==> config.mk <==
export PLATFORM = sky130hd
export DESIGN_NAME = power_button_sequencer_flat
export DESIGN_NICKNAME = d
export VERILOG_FILES = /design/src/rtl/core/pbs_pkg.sv /design/src/rtl/core/pbs_if.sv /design/src/rtl/core/pbs_csr.sv /design/src/rtl/core/pbs_core.sv /design/src/rtl/core/power_button_sequencer.sv /design/src/flat_wrapper.sv
export VERILOG_INCLUDE_DIRS = /design/src /design/src/rtl/core
export SDC_FILE = /design/constraint.sdc
export NUM_CORES = 1
export LEC_CHECK = 0
export ABC_AREA = 1
export BUFFER_PORTS_ARGS = -buffer_cell sky130_fd_sc_hd__clkbuf_2
export CAP_MARGIN = 10
export CORE_AREA = 2 2 160 131
export DETAILED_ROUTE_END_ITERATION = 16
export DIE_AREA = 0 0 162 133
export PLACE_DENSITY = 0.71
export SLEW_MARGIN = 15
export SYNTH_ARGS = -nofsm -noshare
export SYNTH_HDL_FRONTEND = slang
export SYNTH_HIERARCHICAL = 1
export SYNTH_SLANG_ARGS = --single-unit
==> constraint.sdc <==
create_clock -name clock -period 3.6 [get_ports clock]
set_clock_uncertainty 0.15 [all_clocks]
set_input_delay 0.72 -clock clock [delete_from_list [all_inputs] [get_ports clock]]
set_output_delay 0.72 -clock clock [all_outputs]
set_load 0.01 [all_outputs]
==> src/rtl/core/power_button_sequencer_defines.svh <==
// ----------------------------------------------------------------------------
// Power button sequencer: assertion macros
// Shared check macros used by the sequencer RTL.
// ----------------------------------------------------------------------------
`ifndef POWER_BUTTON_SEQUENCER_DEFINES_SVH
`define POWER_BUTTON_SEQUENCER_DEFINES_SVH

// same-cycle implication, masked during reset
`define PBS_ASSERT_IMP(name, clk, rst, ante, cons) \
   name: assert property (@(posedge clk) disable iff (rst) (ante) |-> (cons)) \
      else $error("pbs: same-cycle check failed");

// next-cycle implication, masked during reset
`define PBS_ASSERT_NXT(name, clk, rst, ante, cons) \
   name: assert property (@(posedge clk) disable iff (rst) (ante) |=> (cons)) \
      else $error("pbs: next-cycle check failed");

`endif

==> src/rtl/core/pbs_pkg.sv <==
// ----------------------------------------------------------------------------
// Power button sequencer package
// Shared types, register indexes and reset values.
// ----------------------------------------------------------------------------
package pbs_pkg;

   localparam int CsrDataWidth = 16;
   localparam int CsrIndexWidth = 3;

   // register reset values
   localparam logic [7:0]  PowerOnHoldRst   = 8'd10;
   localparam logic [7:0]  ShutdownHoldRst  = 8'd50;
   localparam logic [7:0]  PrerunWaitRst    = 8'd240;
   localparam logic [9:0]  RailThresholdRst = 10'd950;
   localparam logic [7:0]  SettleWaitRst    = 8'd10;
   localparam logic [7:0]  WakePulseRst     = 8'd10;
   localparam logic [7:0]  ShutPulseRst     = 8'd10;
   localparam logic [15:0] ShutTimeoutRst   = 16'd3000;

   typedef enum logic [1:0] {
      ACT_TICK = 2'd0,
      ACT_STEP = 2'd1,
      ACT_INIT = 2'd2
   } action_type;

   typedef enum logic [CsrIndexWidth-1:0] {
      CSR_POWER_ON_HOLD      = 3'd0,
      CSR_SHUTDOWN_HOLD      = 3'd1,
      CSR_PRERUN_WAIT        = 3'd2,
      CSR_RAIL_THRESHOLD     = 3'd3,
      CSR_SUPPLY_SETTLE_WAIT = 3'd4,
      CSR_WAKE_PULSE_LEN     = 3'd5,
      CSR_SHUT_PULSE_LEN     = 3'd6,
      CSR_SHUTDOWN_TIMEOUT   = 3'd7
   } csr_index_type;

   typedef struct packed {
      logic [7:0]  power_on_hold;
      logic [7:0]  shutdown_hold;
      logic [7:0]  prerun_wait;
      logic [9:0]  rail_threshold;
      logic [7:0]  supply_settle_wait;
      logic [7:0]  wake_pulse_len;
      logic [7:0]  shut_pulse_len;
      logic [15:0] shutdown_timeout;
   } cfg_type;

   typedef struct packed {
      action_type  action;
      logic        button_pressed;
      logic [9:0]  rail_sample;
      logic        resume_on;
   } req_type;

   typedef struct packed {
      logic [2:0] phase;
      logic       supply_on;
      logic       wake_pin;
      logic       shut_pin;
      logic       save_request;
      logic       save_on;
      logic       sleep_hint;
   } rsp_type;

   function automatic logic [7:0] sat_inc8(input logic [7:0] v);
      return (v == 8'hFF) ? v : v + 8'd1;
   endfunction

   function automatic logic [15:0] sat_inc16(input logic [15:0] v);
      return (v == 16'hFFFF) ? v : v + 16'd1;
   endfunction

endpackage

==> src/rtl/core/pbs_if.sv <==
// ----------------------------------------------------------------------------
// Power button sequencer channels
// Valid/ready request and response interfaces.
// ----------------------------------------------------------------------------
interface pbs_req_if;
   logic       valid;
   logic       ready;
   logic [1:0] action;
   logic       button_pressed;
   logic [9:0] rail_sample;
   logic       resume_on;

   modport source (output valid, action, button_pressed, rail_sample, resume_on,
                   input ready);
   modport sink   (input valid, action, button_pressed, rail_sample, resume_on,
                   output ready);
endinterface

interface pbs_rsp_if;
   logic       valid;
   logic       ready;
   logic [2:0] phase;
   logic       supply_on;
   logic       wake_pin;
   logic       shut_pin;
   logic       save_request;
   logic       save_on;
   logic       sleep_hint;

   modport source (output valid, phase, supply_on, wake_pin, shut_pin, save_request,
                          save_on, sleep_hint,
                   input ready);
   modport sink   (input valid, phase, supply_on, wake_pin, shut_pin, save_request,
                         save_on, sleep_hint,
                   output ready);
endinterface

==> src/rtl/core/pbs_csr.sv <==
// ----------------------------------------------------------------------------
// Power button sequencer configuration registers
// Write-only register file, one register per index.
// ----------------------------------------------------------------------------
module pbs_csr
   import pbs_pkg::*;
(
   input  logic                     clock,
   input  logic                     reset,
   input  logic                     csr_we,
   input  logic [CsrIndexWidth-1:0] csr_index,
   input  logic [CsrDataWidth-1:0]  csr_wdata,
   output cfg_type                  cfg
);

   cfg_type cfg_ff;
   cfg_type cfg_in;

   always_comb begin
      cfg_in = cfg_ff;
      if (csr_we) begin
         unique case (csr_index_type'(csr_index))
            CSR_POWER_ON_HOLD:      cfg_in.power_on_hold      = csr_wdata[7:0];
            CSR_SHUTDOWN_HOLD:      cfg_in.shutdown_hold      = csr_wdata[7:0];
            CSR_PRERUN_WAIT:        cfg_in.prerun_wait        = csr_wdata[7:0];
            CSR_RAIL_THRESHOLD:     cfg_in.rail_threshold     = csr_wdata[9:0];
            CSR_SUPPLY_SETTLE_WAIT: cfg_in.supply_settle_wait = csr_wdata[7:0];
            CSR_WAKE_PULSE_LEN:     cfg_in.wake_pulse_len     = csr_wdata[7:0];
            CSR_SHUT_PULSE_LEN:     cfg_in.shut_pulse_len     = csr_wdata[7:0];
            CSR_SHUTDOWN_TIMEOUT:   cfg_in.shutdown_timeout   = csr_wdata[15:0];
            default:                cfg_in = cfg_ff;
         endcase
      end
   end

   always_ff @(posedge clock) begin
      if (reset) begin
         cfg_ff.power_on_hold      <= PowerOnHoldRst;
         cfg_ff.shutdown_hold      <= ShutdownHoldRst;
         cfg_ff.prerun_wait        <= PrerunWaitRst;
         cfg_ff.rail_threshold     <= RailThresholdRst;
         cfg_ff.supply_settle_wait <= SettleWaitRst;
         cfg_ff.wake_pulse_len     <= WakePulseRst;
         cfg_ff.shut_pulse_len     <= ShutPulseRst;
         cfg_ff.shutdown_timeout   <= ShutTimeoutRst;
      end else begin
         cfg_ff <= cfg_in;
      end
   end

   assign cfg = cfg_ff;

endmodule

==> src/rtl/core/pbs_core.sv <==
// ----------------------------------------------------------------------------
// Power button sequencer core
// Timers, hold counter and phase machine; one word per enabled cycle.
// ----------------------------------------------------------------------------
`include "power_button_sequencer_defines.svh"

module pbs_core
   import pbs_pkg::*;
(
   input  logic    clock,
   input  logic    reset,
   input  logic    en,
   input  req_type item,
   input  cfg_type cfg,
   output rsp_type rsp
);

   typedef enum logic [2:0] {
      PH_SLEEP      = 3'd0,
      PH_PON_REQ    = 3'd1,
      PH_WAKE       = 3'd2,
      PH_PRERUN     = 3'd3,
      PH_RUNNING    = 3'd4,
      PH_LOSSCHECK  = 3'd5,
      PH_SHUT_START = 3'd6,
      PH_SHUT_REQ   = 3'd7
   } phase_type;

   phase_type   phase_ff, phase_in;
   logic        hold_frozen_ff, hold_frozen_in;
   logic [7:0]  hold_count_ff, hold_count_in;
   logic [7:0]  prerun_count_ff, prerun_count_in;
   logic [7:0]  wake_count_ff, wake_count_in;
   logic [7:0]  settle_count_ff, settle_count_in;
   logic [7:0]  shut_count_ff, shut_count_in;
   logic [7:0]  loss_count_ff, loss_count_in;
   logic [15:0] timeout_count_ff, timeout_count_in;
   logic        supply_ff, supply_in;
   logic        wake_ff, wake_in;
   logic        shut_ff, shut_in;
   logic        save_req;
   logic        save_val;
   logic        present;

   assign present = item.rail_sample > cfg.rail_threshold;

   always_comb begin
      phase_in         = phase_ff;
      hold_frozen_in   = hold_frozen_ff;
      hold_count_in    = hold_count_ff;
      prerun_count_in  = prerun_count_ff;
      wake_count_in    = wake_count_ff;
      settle_count_in  = settle_count_ff;
      shut_count_in    = shut_count_ff;
      loss_count_in    = loss_count_ff;
      timeout_count_in = timeout_count_ff;
      supply_in        = supply_ff;
      wake_in          = wake_ff;
      shut_in          = shut_ff;
      save_req         = 1'b0;
      save_val         = 1'b0;

      unique case (item.action)
         ACT_TICK: begin
            // a frozen hold counter is cleared and released by the next tick, button pressed or not
            if (item.button_pressed && !hold_frozen_ff) begin
               hold_count_in = sat_inc8(hold_count_ff);
            end else begin
               hold_frozen_in = 1'b0;
               hold_count_in  = 8'h00;
            end
            prerun_count_in  = sat_inc8(prerun_count_ff);
            wake_count_in    = sat_inc8(wake_count_ff);
            settle_count_in  = sat_inc8(settle_count_ff);
            shut_count_in    = sat_inc8(shut_count_ff);
            loss_count_in    = sat_inc8(loss_count_ff);
            timeout_count_in = sat_inc16(timeout_count_ff);
         end
         ACT_STEP: begin
            unique case (phase_ff)
               PH_SLEEP: begin
                  supply_in = 1'b0;
                  if (hold_count_ff > cfg.power_on_hold) begin
                     phase_in        = PH_PON_REQ;
                     hold_count_in   = 8'h00;
                     hold_frozen_in  = 1'b1;
                     settle_count_in = 8'h00;
                     save_req        = 1'b1;
                     save_val        = 1'b1;
                  end
               end
               PH_PON_REQ: begin
                  supply_in = 1'b1;
                  if (settle_count_ff > cfg.supply_settle_wait) begin
                     if (present) begin
                        prerun_count_in = 8'h00;
                        phase_in        = PH_PRERUN;
                     end else begin
                        wake_in       = 1'b1;
                        phase_in      = PH_WAKE;
                        wake_count_in = 8'h00;
                     end
                  end
               end
               PH_WAKE: begin
                  if (wake_count_ff > cfg.wake_pulse_len) begin
                     prerun_count_in = 8'h00;
                     phase_in        = PH_PRERUN;
                  end
               end
               PH_PRERUN: begin
                  wake_in = 1'b0;
                  if (prerun_count_ff > cfg.prerun_wait) phase_in = PH_RUNNING;
               end
               PH_RUNNING: begin
                  if (hold_count_ff > cfg.shutdown_hold) begin
                     shut_in        = 1'b1;
                     phase_in       = PH_SHUT_START;
                     hold_count_in  = 8'h00;
                     hold_frozen_in = 1'b1;
                     shut_count_in  = 8'h00;
                     save_req       = 1'b1;
                     save_val       = 1'b0;
                  end
                  // rail loss wins the phase, shutdown request still goes out
                  if (!present) begin
                     loss_count_in = 8'h00;
                     phase_in      = PH_LOSSCHECK;
                  end
               end
               PH_LOSSCHECK: begin
                  if (loss_count_ff != 8'h00) begin
                     phase_in      = present ? PH_RUNNING : PH_SLEEP;
                     hold_count_in = 8'h00;
                  end
               end
               PH_SHUT_START: begin
                  if (shut_count_ff > cfg.shut_pulse_len) begin
                     phase_in         = PH_SHUT_REQ;
                     timeout_count_in = 16'h0000;
                  end
               end
               PH_SHUT_REQ: begin
                  shut_in = 1'b0;
                  if (timeout_count_ff > cfg.shutdown_timeout || !present) begin
                     hold_count_in = 8'h00;
                     phase_in      = PH_SLEEP;
                  end
               end
               default: phase_in = phase_ff;
            endcase
         end
         ACT_INIT: begin
            phase_in         = item.resume_on ? PH_PON_REQ : PH_SLEEP;
            hold_frozen_in   = item.resume_on;
            hold_count_in    = 8'h00;
            prerun_count_in  = 8'h00;
            wake_count_in    = 8'h00;
            settle_count_in  = 8'h00;
            shut_count_in    = 8'h00;
            loss_count_in    = 8'h00;
            timeout_count_in = 16'h0000;
            supply_in        = 1'b0;
            wake_in          = 1'b0;
            shut_in          = 1'b0;
         end
         default: phase_in = phase_ff; // unused code: report status only
      endcase
   end

   always_ff @(posedge clock) begin
      if (reset) begin
         phase_ff         <= PH_SLEEP;
         hold_frozen_ff   <= 1'b0;
         hold_count_ff    <= 8'h00;
         prerun_count_ff  <= 8'h00;
         wake_count_ff    <= 8'h00;
         settle_count_ff  <= 8'h00;
         shut_count_ff    <= 8'h00;
         loss_count_ff    <= 8'h00;
         timeout_count_ff <= 16'h0000;
         supply_ff        <= 1'b0;
         wake_ff          <= 1'b0;
         shut_ff          <= 1'b0;
      end else if (en) begin
         phase_ff         <= phase_in;
         hold_frozen_ff   <= hold_frozen_in;
         hold_count_ff    <= hold_count_in;
         prerun_count_ff  <= prerun_count_in;
         wake_count_ff    <= wake_count_in;
         settle_count_ff  <= settle_count_in;
         shut_count_ff    <= shut_count_in;
         loss_count_ff    <= loss_count_in;
         timeout_count_ff <= timeout_count_in;
         supply_ff        <= supply_in;
         wake_ff          <= wake_in;
         shut_ff          <= shut_in;
      end
   end

   // status after this word
   always_comb begin
      rsp.phase        = phase_in;
      rsp.supply_on    = supply_in;
      rsp.wake_pin     = wake_in;
      rsp.shut_pin     = shut_in;
      rsp.save_request = save_req;
      rsp.save_on      = save_val;
      rsp.sleep_hint   = (phase_in == PH_SLEEP) && (hold_count_in == 8'h00);
   end

   `PBS_ASSERT_IMP(a_wake_pin_phase, clock, reset, wake_ff,
                   phase_ff == PH_WAKE || phase_ff == PH_PRERUN)
   `PBS_ASSERT_IMP(a_supply_in_wake, clock, reset,
                   phase_ff == PH_WAKE || phase_ff == PH_PRERUN, supply_ff)
   `PBS_ASSERT_NXT(a_save_on_pon, clock, reset, en && save_req && save_val,
                   phase_ff == PH_PON_REQ && hold_frozen_ff)

endmodule

==> src/rtl/core/power_button_sequencer.sv <==
// Path: input register, then the core into the result register, which drives rsp_ch.
// Throughput: one word per cycle unless rsp_ch stalls; the phase update is a single
//   pass between the input register and the result register.
// Reset: synchronous, active high; clears the phase machine, timers, pins and both
//   pipeline valids, and loads the configuration registers with their defaults.
// ----------------------------------------------------------------------------
// Power button sequencer top level
// Input register, phase/timer core, result register and config registers.
// ----------------------------------------------------------------------------
`include "power_button_sequencer_defines.svh"

module power_button_sequencer
   import pbs_pkg::*;
(
   input  logic                     clock,
   input  logic                     reset,
   input  logic                     csr_we,
   input  logic [CsrIndexWidth-1:0] csr_index,
   input  logic [CsrDataWidth-1:0]  csr_wdata,
   pbs_req_if.sink                  req_ch,
   pbs_rsp_if.source                rsp_ch
);

   cfg_type cfg;

   // input register
   logic    in_valid_ff, in_valid_in;
   req_type in_item_ff;

   // result register
   logic    rsp_valid_ff, rsp_valid_in;
   rsp_type rsp_ff;
   rsp_type core_rsp;

   logic    advance;
   logic    req_take;

   pbs_csr u_csr (
      .clock     (clock),
      .reset     (reset),
      .csr_we    (csr_we),
      .csr_index (csr_index),
      .csr_wdata (csr_wdata),
      .cfg       (cfg)
   );

   // the held word moves into the result register when that slot is free or draining
   assign advance = in_valid_ff && (!rsp_valid_ff || rsp_ch.ready);
   // input slot accepts whenever it is empty or being emptied this cycle
   assign req_ch.ready = !in_valid_ff || advance;
   assign req_take = req_ch.valid && req_ch.ready;

   pbs_core u_core (
      .clock (clock),
      .reset (reset),
      .en    (advance),
      .item  (in_item_ff),
      .cfg   (cfg),
      .rsp   (core_rsp)
   );

   always_comb begin
      in_valid_in = in_valid_ff;
      if (req_take) begin
         in_valid_in = 1'b1;
      end else if (advance) begin
         in_valid_in = 1'b0;
      end

      rsp_valid_in = rsp_valid_ff;
      if (advance) begin
         rsp_valid_in = 1'b1;
      end else if (rsp_ch.ready) begin
         rsp_valid_in = 1'b0;
      end
   end

   always_ff @(posedge clock) begin
      if (reset) begin
         in_valid_ff  <= 1'b0;
         rsp_valid_ff <= 1'b0;
      end else begin
         in_valid_ff  <= in_valid_in;
         rsp_valid_ff <= rsp_valid_in;
      end
   end

   // payload registers, no reset needed
   always_ff @(posedge clock) begin
      if (req_take) begin
         in_item_ff.action         <= action_type'(req_ch.action);
         in_item_ff.button_pressed <= req_ch.button_pressed;
         in_item_ff.rail_sample    <= req_ch.rail_sample;
         in_item_ff.resume_on      <= req_ch.resume_on;
      end
      if (advance) begin
         rsp_ff <= core_rsp;
      end
   end

   assign rsp_ch.valid        = rsp_valid_ff;
   assign rsp_ch.phase        = rsp_ff.phase;
   assign rsp_ch.supply_on    = rsp_ff.supply_on;
   assign rsp_ch.wake_pin     = rsp_ff.wake_pin;
   assign rsp_ch.shut_pin     = rsp_ff.shut_pin;
   assign rsp_ch.save_request = rsp_ff.save_request;
   assign rsp_ch.save_on      = rsp_ff.save_on;
   assign rsp_ch.sleep_hint   = rsp_ff.sleep_hint;

   // a held word that cannot move must block the input side
   `PBS_ASSERT_IMP(a_full_blocks_req, clock, reset, in_valid_ff && !advance,
                   !req_ch.ready)

endmodule

==> src/flat_wrapper.sv <==
// flat-port wrapper written by rule: the top's interface ports become plain ports
module power_button_sequencer_flat import pbs_pkg::*;
  (clock, reset, csr_we, csr_index, csr_wdata, req_ch_valid, req_ch_action, req_ch_button_pressed, req_ch_rail_sample, req_ch_resume_on, req_ch_ready, rsp_ch_valid, rsp_ch_phase, rsp_ch_supply_on, rsp_ch_wake_pin, rsp_ch_shut_pin, rsp_ch_save_request, rsp_ch_save_on, rsp_ch_sleep_hint, rsp_ch_ready);
  pbs_req_if req_ch_i ();
  pbs_rsp_if rsp_ch_i ();
  input  logic clock;
  input  logic reset;
  input  logic csr_we;
  input  logic [CsrIndexWidth-1:0] csr_index;
  input  logic [CsrDataWidth-1:0] csr_wdata;
  input wire logic [$bits(req_ch_i.valid)-1:0] req_ch_valid;
  input wire logic [$bits(req_ch_i.action)-1:0] req_ch_action;
  input wire logic [$bits(req_ch_i.button_pressed)-1:0] req_ch_button_pressed;
  input wire logic [$bits(req_ch_i.rail_sample)-1:0] req_ch_rail_sample;
  input wire logic [$bits(req_ch_i.resume_on)-1:0] req_ch_resume_on;
  output wire logic [$bits(req_ch_i.ready)-1:0] req_ch_ready;
  output wire logic [$bits(rsp_ch_i.valid)-1:0] rsp_ch_valid;
  output wire logic [$bits(rsp_ch_i.phase)-1:0] rsp_ch_phase;
  output wire logic [$bits(rsp_ch_i.supply_on)-1:0] rsp_ch_supply_on;
  output wire logic [$bits(rsp_ch_i.wake_pin)-1:0] rsp_ch_wake_pin;
  output wire logic [$bits(rsp_ch_i.shut_pin)-1:0] rsp_ch_shut_pin;
  output wire logic [$bits(rsp_ch_i.save_request)-1:0] rsp_ch_save_request;
  output wire logic [$bits(rsp_ch_i.save_on)-1:0] rsp_ch_save_on;
  output wire logic [$bits(rsp_ch_i.sleep_hint)-1:0] rsp_ch_sleep_hint;
  input wire logic [$bits(rsp_ch_i.ready)-1:0] rsp_ch_ready;
  assign req_ch_i.valid = req_ch_valid;
  assign req_ch_i.action = req_ch_action;
  assign req_ch_i.button_pressed = req_ch_button_pressed;
  assign req_ch_i.rail_sample = req_ch_rail_sample;
  assign req_ch_i.resume_on = req_ch_resume_on;
  assign req_ch_ready = req_ch_i.ready;
  assign rsp_ch_valid = rsp_ch_i.valid;
  assign rsp_ch_phase = rsp_ch_i.phase;
  assign rsp_ch_supply_on = rsp_ch_i.supply_on;
  assign rsp_ch_wake_pin = rsp_ch_i.wake_pin;
  assign rsp_ch_shut_pin = rsp_ch_i.shut_pin;
  assign rsp_ch_save_request = rsp_ch_i.save_request;
  assign rsp_ch_save_on = rsp_ch_i.save_on;
  assign rsp_ch_sleep_hint = rsp_ch_i.sleep_hint;
  assign rsp_ch_i.ready = rsp_ch_ready;
  power_button_sequencer u_core (.clock(clock), .reset(reset), .csr_we(csr_we), .csr_index(csr_index), .csr_wdata(csr_wdata), .req_ch(req_ch_i), .rsp_ch(rsp_ch_i));
endmodule
==> impl_metrics.toml, run 1 <==
[status]
status = "finished clean"

[routing]
totalWireLength_mm = 23.6
drc = 0
first_pass_iters = 5
ant_nets = 0
num_vias = 8926
first_iter_violations = 765
wl_per_cell_microns = 13.7
vias_per_cell = 5.17

[clock_tree]
postCtsSetupRepairBufs = 0
ctsHoldBuffers = 0
cts_htree_levels = 4
clk_path_buf_depth = 2
numCtsBuffers = 17
cts_tree = "done"
path_clk_slew_ns = 0.07
clkLatencyLatePin_ns = 0.44
cts-resized-gates = 0
root_buffer = "clkbuf_16"
cts_sinks = 170

[logic_synthesis]
async_flop_share_pct = 0
syn-instance-count = 1398
synth_nets = 1522
avgSynthCellArea_sq_um = 7.04
syn-cell-area_sq_mm = 0.00984
yosysWarningCount = 6
synth_cell_types = 52
synth_sequential_area_ratio_pct = 36.9
ys_ff_latch = 170
ys.flop_type = "dfxtp_1"
synth_edf_count = 23

[timing]
max_freq_mhz = 369
hold_ws_ns = 0.304
finalHoldViolations = 0
tightest_slew_ns = 0.858
setup_tns_ns = 0
fin_crit_sh_pct = 75.2
post-route-min-period_ns = 2.71
relSlewSlack_pct = 42.6
drv_slew = 0
rsz0062_at_grt = "false"
finalWorstSetupSlack_ns = 0.893
setup_viol = 0

[global_route]
grt_use_total_pct = 22.5
overflow = 0
antenna_found_initial = 0
grt_max_degree = 38
grt_pass1_wl_mm = 38.8
grt_pass1_vias = 7960

[layout]
n_antenna_cell = 0
final_cell_mix = "nand2_1, inv_1, nor2_1"
drive_above_1_share_pct = 8.93
finalNetCount = 1567
syn_to_final_growth_pct = 10.5
layout_commonest_cell = "nand2_1"

[worst_setup_path]
crit_chain = "inv_1, ha_1, nand2_1, nor2_1, nand3_1, a21boi_0, nand3_1, nand3_1, nand2_2, o21ai_2, nor3_1"
crit_type = "reg -> reg"
cpLargestDelayFamily = "simple AND/OR/NAND/NOR gates"
path_max_fanout = 8
crit_required_ns = 3.77
cp_slowest_cell = "a21boi_0"
worst_ep_arrival_time_ns = 2.88
crit_top_cell = "nand3_1"
cp-start-kind = "flip-flop"
r2r_slack_ns = 0.89
max_stage_delay_ns = 0.49
path_buf_inv = 1
end_kind = "flip-flop"

[floorplanning]
ios = 49
fp.dieH_microns = 133
initial_utilization_pct = 48.9
dieArea_sq_mm = 0.0215
die_width_microns = 162
rows = 47
coreArea_sq_mm = 0.0201

[placed_design]
place_ws_ns = 0.670
place.gp.congestion = 0.932
port_buffers = 48
hpwlAfterDp_mm = 17.5

[hold_path]
min_path_type = "in -> reg"

[flow_run]
cap_violations = 0

[pwr]
p_seq_share_pct = 47.5
leakagePower_nw = 5.28
power.density_mw_per_mm2 = 395
max-vdd-ir-drop_mv = 0.229
switching_share_pct = 27.6
netSwitchingPower_mw = 1.19
fin_total_pwr_mw = 4.30
clkPwrFrac_pct = 40.7
p_comb_share_pct = 11.8
intPower_mw = 3.11
## sequential cells by signal, indices dropped and copies added, names as in the netlist, 8 cells and up
name,cells
u_core/in_item_ff,14
u_core/u_core/hold_count_ff,8
u_core/u_core/loss_count_ff,8
u_core/u_core/prerun_count_ff,8
u_core/u_core/settle_count_ff,8
u_core/u_core/shut_count_ff,8
u_core/u_core/timeout_count_ff,16
u_core/u_core/wake_count_ff,8
u_core/u_csr/cfg,74
## path summary, 6_finish.rpt
| kind | startpoint | to | cells after the start |
|---|---|---|---|
| setup / recovery | u_core/u_csr/cfg[39] | u_core/u_core/prerun_count_ff[4] | 11 |
| hold / removal | req_ch_rail_sample[0] | u_core/in_item_ff[1] | 1 |
| setup reg to reg | u_core/u_csr/cfg[39] | u_core/u_core/prerun_count_ff[4] | 11 |
| hold reg to reg | u_core/u_csr/cfg[19] | u_core/u_csr/cfg[19] | 2 |
## power by group through the flow
| stage | logic [mW] | registers [mW] | clock network (mW) |
|---|---|---|---|
| after floorplan | 0.360 | 2.07 | 0 |
| after global placement | 0.492 | 2.08 | 0 |
| after detailed placement | 0.501 | 2.08 | 0 |
| after CTS | 0.504 | 2.04 | 1.78 |
| after global routing | 0.578 | 2.05 | 1.85 |
| final | 0.508 | 2.04 | 1.75 |
## synth_stat cells, drive strengths merged (2+ instances only)
cell	instances	area share, %
a21o	4	0.31
o221ai	6	0.53
a21oi	74	3.9
a41oi	3	0.34
or2	5	0.32
nor2	195	7.9
nand4	13	0.83
nor3b	2	0.15
clkinv	2	0.089
buf	21	1.2
edfxtp	23	7.0
xor2	8	0.71
xnor2	8	0.71
a221oi	2	0.18
nand2	358	14
o21a	8	0.61
a31oi	6	0.53
o21ai	40	2.2
a211oi	8	0.61
inv	217	8.3
nand3b	2	0.15
o21bai	2	0.15
nor3	27	1.7
clkbuf	9	0.34
o211ai	2	0.15
dfxtp	147	30
ha	86	11
nand3	115	6.0
## logic make-up (layout without fill, tap and decap cells)
| logic type | after synthesis | after routing | share of synthesized area [%] |
|---|---|---|---|
| flops | 170 | 170 | 36.9 |
| fa+ha+maj | 86 | 86 | 10.9 |
| xor+xnor | 16 | 16 | 1.42 |
| compound gates | 157 | 157 | 9.69 |
| buf+inv | 249 | 307 | 9.96 |
| simple gates | 720 | 720 | 31.1 |
## stage by stage
step	std cells	util [%]	instance area, sq um
2_1_floorplan	1398	-	9840
3_3_place_gp	1693	51.3	10300
3_5_place_dp	1693	51.3	10300
4_1_cts	1725	54.1	10900
5_1_grt	1725	54.1	10900
6_report	1725	54.1	10900
## layer usage
layer | track usage (%) | up-vias | share of wire [%]
met1 | 32.3 | 4070 | 49
met2 | 34.7 | 238 | 43
met3 | 4.17 | 35 | 5.5
li1 | - | 4583 | -
met5 | 0 | - | 0
met4 | 6.15 | 0 | 1.7
## cell type report
| type | instances | area [sq um] |
|---|---|---|
| clock inverter | 13 | 120 |
| inverter | 219 | 823 |
| multi-input combinational | 979 | 5230 |
| sequential | 170 | 3630 |
| tap | 269 | 337 |
| clock buffer | 19 | 433 |
| fill | 1961 | 9240 |
| timing repair buffer | 56 | 300 |
(Power assumes the default switching activity.)
==> run 2: changes to the inputs <==
==> constraint.sdc (replaced) <==
create_clock -name clock -period 2.7 [get_ports clock]
set_clock_uncertainty 0.15 [all_clocks]
set_input_delay 0.54 -clock clock [delete_from_list [all_inputs] [get_ports clock]]
set_output_delay 0.54 -clock clock [all_outputs]
set_load 0.01 [all_outputs]
==> run 2 against run 1 <==
- highest routed layer unchanged
- core utilization up 1.4 points
- global-route usage up 0.71 points
- total power grew 38%
- via count is 0.10% higher
- flip-flop and latch count stayed put
- critical path depth increased by 2
- hold slack got worse by 0.18 ns
- non-clock buffer count increased by 22
- fmax up 8.3%
==> impl_metrics.toml, run 2 (synthesis results as in run 1) <==
[placed_design]
port_buffers = 48
post_dp_cell_area_sq_mm = 0.0105
dp_cells = 1715
place_ws_ns = 0.140
hpwlAfterDp_mm = 18.3
place.gp.congestion = 0.920

[clock_tree]
ctsHoldBuffers = 0
numCtsBuffers = 17
cts-resized-gates = 0
clkLatencyLatePin_ns = 0.43
cts_htree_levels = 4
root_buffer = "clkbuf_16"
postCtsSetupRepairBufs = 0
cts_sinks = 170
clk_path_buf_depth = 2
cts_tree = "done"
path_clk_slew_ns = 0.08

[pwr]
leakagePower_nw = 5.46
max-vdd-ir-drop_mv = 0.363
fin_total_pwr_mw = 5.92
power.density_mw_per_mm2 = 531

[floorplanning]
dieArea_sq_mm = 0.0215
initial_utilization_pct = 48.9
die_width_microns = 162
rows = 47
ios = 49
fp.dieH_microns = 133
coreArea_sq_mm = 0.0201

[layout]
fin_cells = 1748
fillers = 1920
syn_to_final_growth_pct = 13.4
final_cell_mix = "nand2_1, inv_1, nor2_1"
stdcell_area_sq_mm = 0.0112
post-route-util_pct = 55.5
finalNetCount = 1589
ff_latch_area_sq_mm = 0.00364
drive_above_1_share_pct = 11.4
largest_reg_flops = 74
multi_input_area_sq_mm = 0.00528
layout_commonest_cell = "nand2_1"

[timing]
post-route-min-period_ns = 2.50
rsz0062_at_grt = "true"
hold_ws_ns = 0.120
finalHoldViolations = 0
relSlewSlack_pct = 56.0
setup_viol = 0
tightest_slew_ns = 0.657
fin_crit_sh_pct = 92.6
drv_slew = 0
finalWorstSetupSlack_ns = 0.199
max_freq_mhz = 400
setup_tns_ns = 0

[routing]
first_iter_violations = 776
first_pass_iters = 6
totalWireLength_mm = 24.1
vias_per_cell = 5.11
num_vias = 8935
wl_per_cell_microns = 13.8
drc = 0
ant_nets = 0

[worst_setup_path]
worstRegToRegCells = 13
path_max_fanout = 5
worst_ep_arrival_time_ns = 2.64
r2r_slack_ns = 0.20
startpoint = "u_core/in_item_ff[10]"
cp-start-kind = "flip-flop"
crit_required_ns = 2.84
end_kind = "flip-flop"
crit_type = "reg -> reg"
reg2reg_from = "u_core/in_item_ff[10]"
r2r_end = "u_core/rsp_ch.sleep_hint"

[flow_run]
cap_violations = 0

[hold_path]
min_to = "u_core/in_item_ff[8]"
hold_start = "req_ch_rail_sample[7]"
whs_path_depth = 1
min_path_type = "in -> reg"

[global_route]
overflow = 0
grt_pass1_vias = 8292
grt_pass1_wl_mm = 40.0
grt_max_degree = 34
antenna_found_initial = 1
grt_use_total_pct = 23.2

[status]
status = "finished clean"
[run 2: critical path, stage by stage (launching register included)]
cell and delay [ns]:
edfxtp_1 0.38, ha_1 0.30, nand2_1 0.09, nor2_2 0.15
nand4_1 0.24, nand2_2 0.20, nor2_1 0.05, nand2_1 0.17
nand3_1 0.11, nand2_1 0.09, nand2_1 0.08, a21oi_1 0.19
nand2_1 0.07, nor2_1 0.09
[run 2: layer usage]
metal	vias to the layer above	GRT usage, %	part of all wire, %
li1	4620	-	-
met1	4023	33.0	48
met2	264	35.7	43
met3	28	5.27	7.9
met4	0	6.15	1.3
met5	-	0	0
[run 2: power by group]
group          switching, mW  internal, mW
clock network           1.16          1.33
registers             0.0657          2.65
logic                  0.474         0.244
total                   1.70          4.22
[run 2: how the worst max path moves through the flow]
stage	to	cells past startpoint
2_1_floorplan	u_core/u_core/loss_count_ff[7]	14
3_3_place_gp	u_core/rsp_ch.sleep_hint	14
3_5_place_dp	u_core/rsp_ch.sleep_hint	14
4_1_cts	u_core/rsp_ch.sleep_hint	14
5_1_grt	u_core/rsp_ch.sleep_hint	14
6_report	u_core/rsp_ch.sleep_hint	13
[run 2: cell type report]
cell class / instances / share of cell area (%)
multi-input combinational: 979 / 47.3
timing repair buffer: 78 / 4.28
antenna: 1 / 0.0224
tap: 269 / 3.02
inverter: 219 / 7.38
sequential: 170 / 32.6
clock buffer: 17 / 3.81
clock inverter: 15 / 1.56
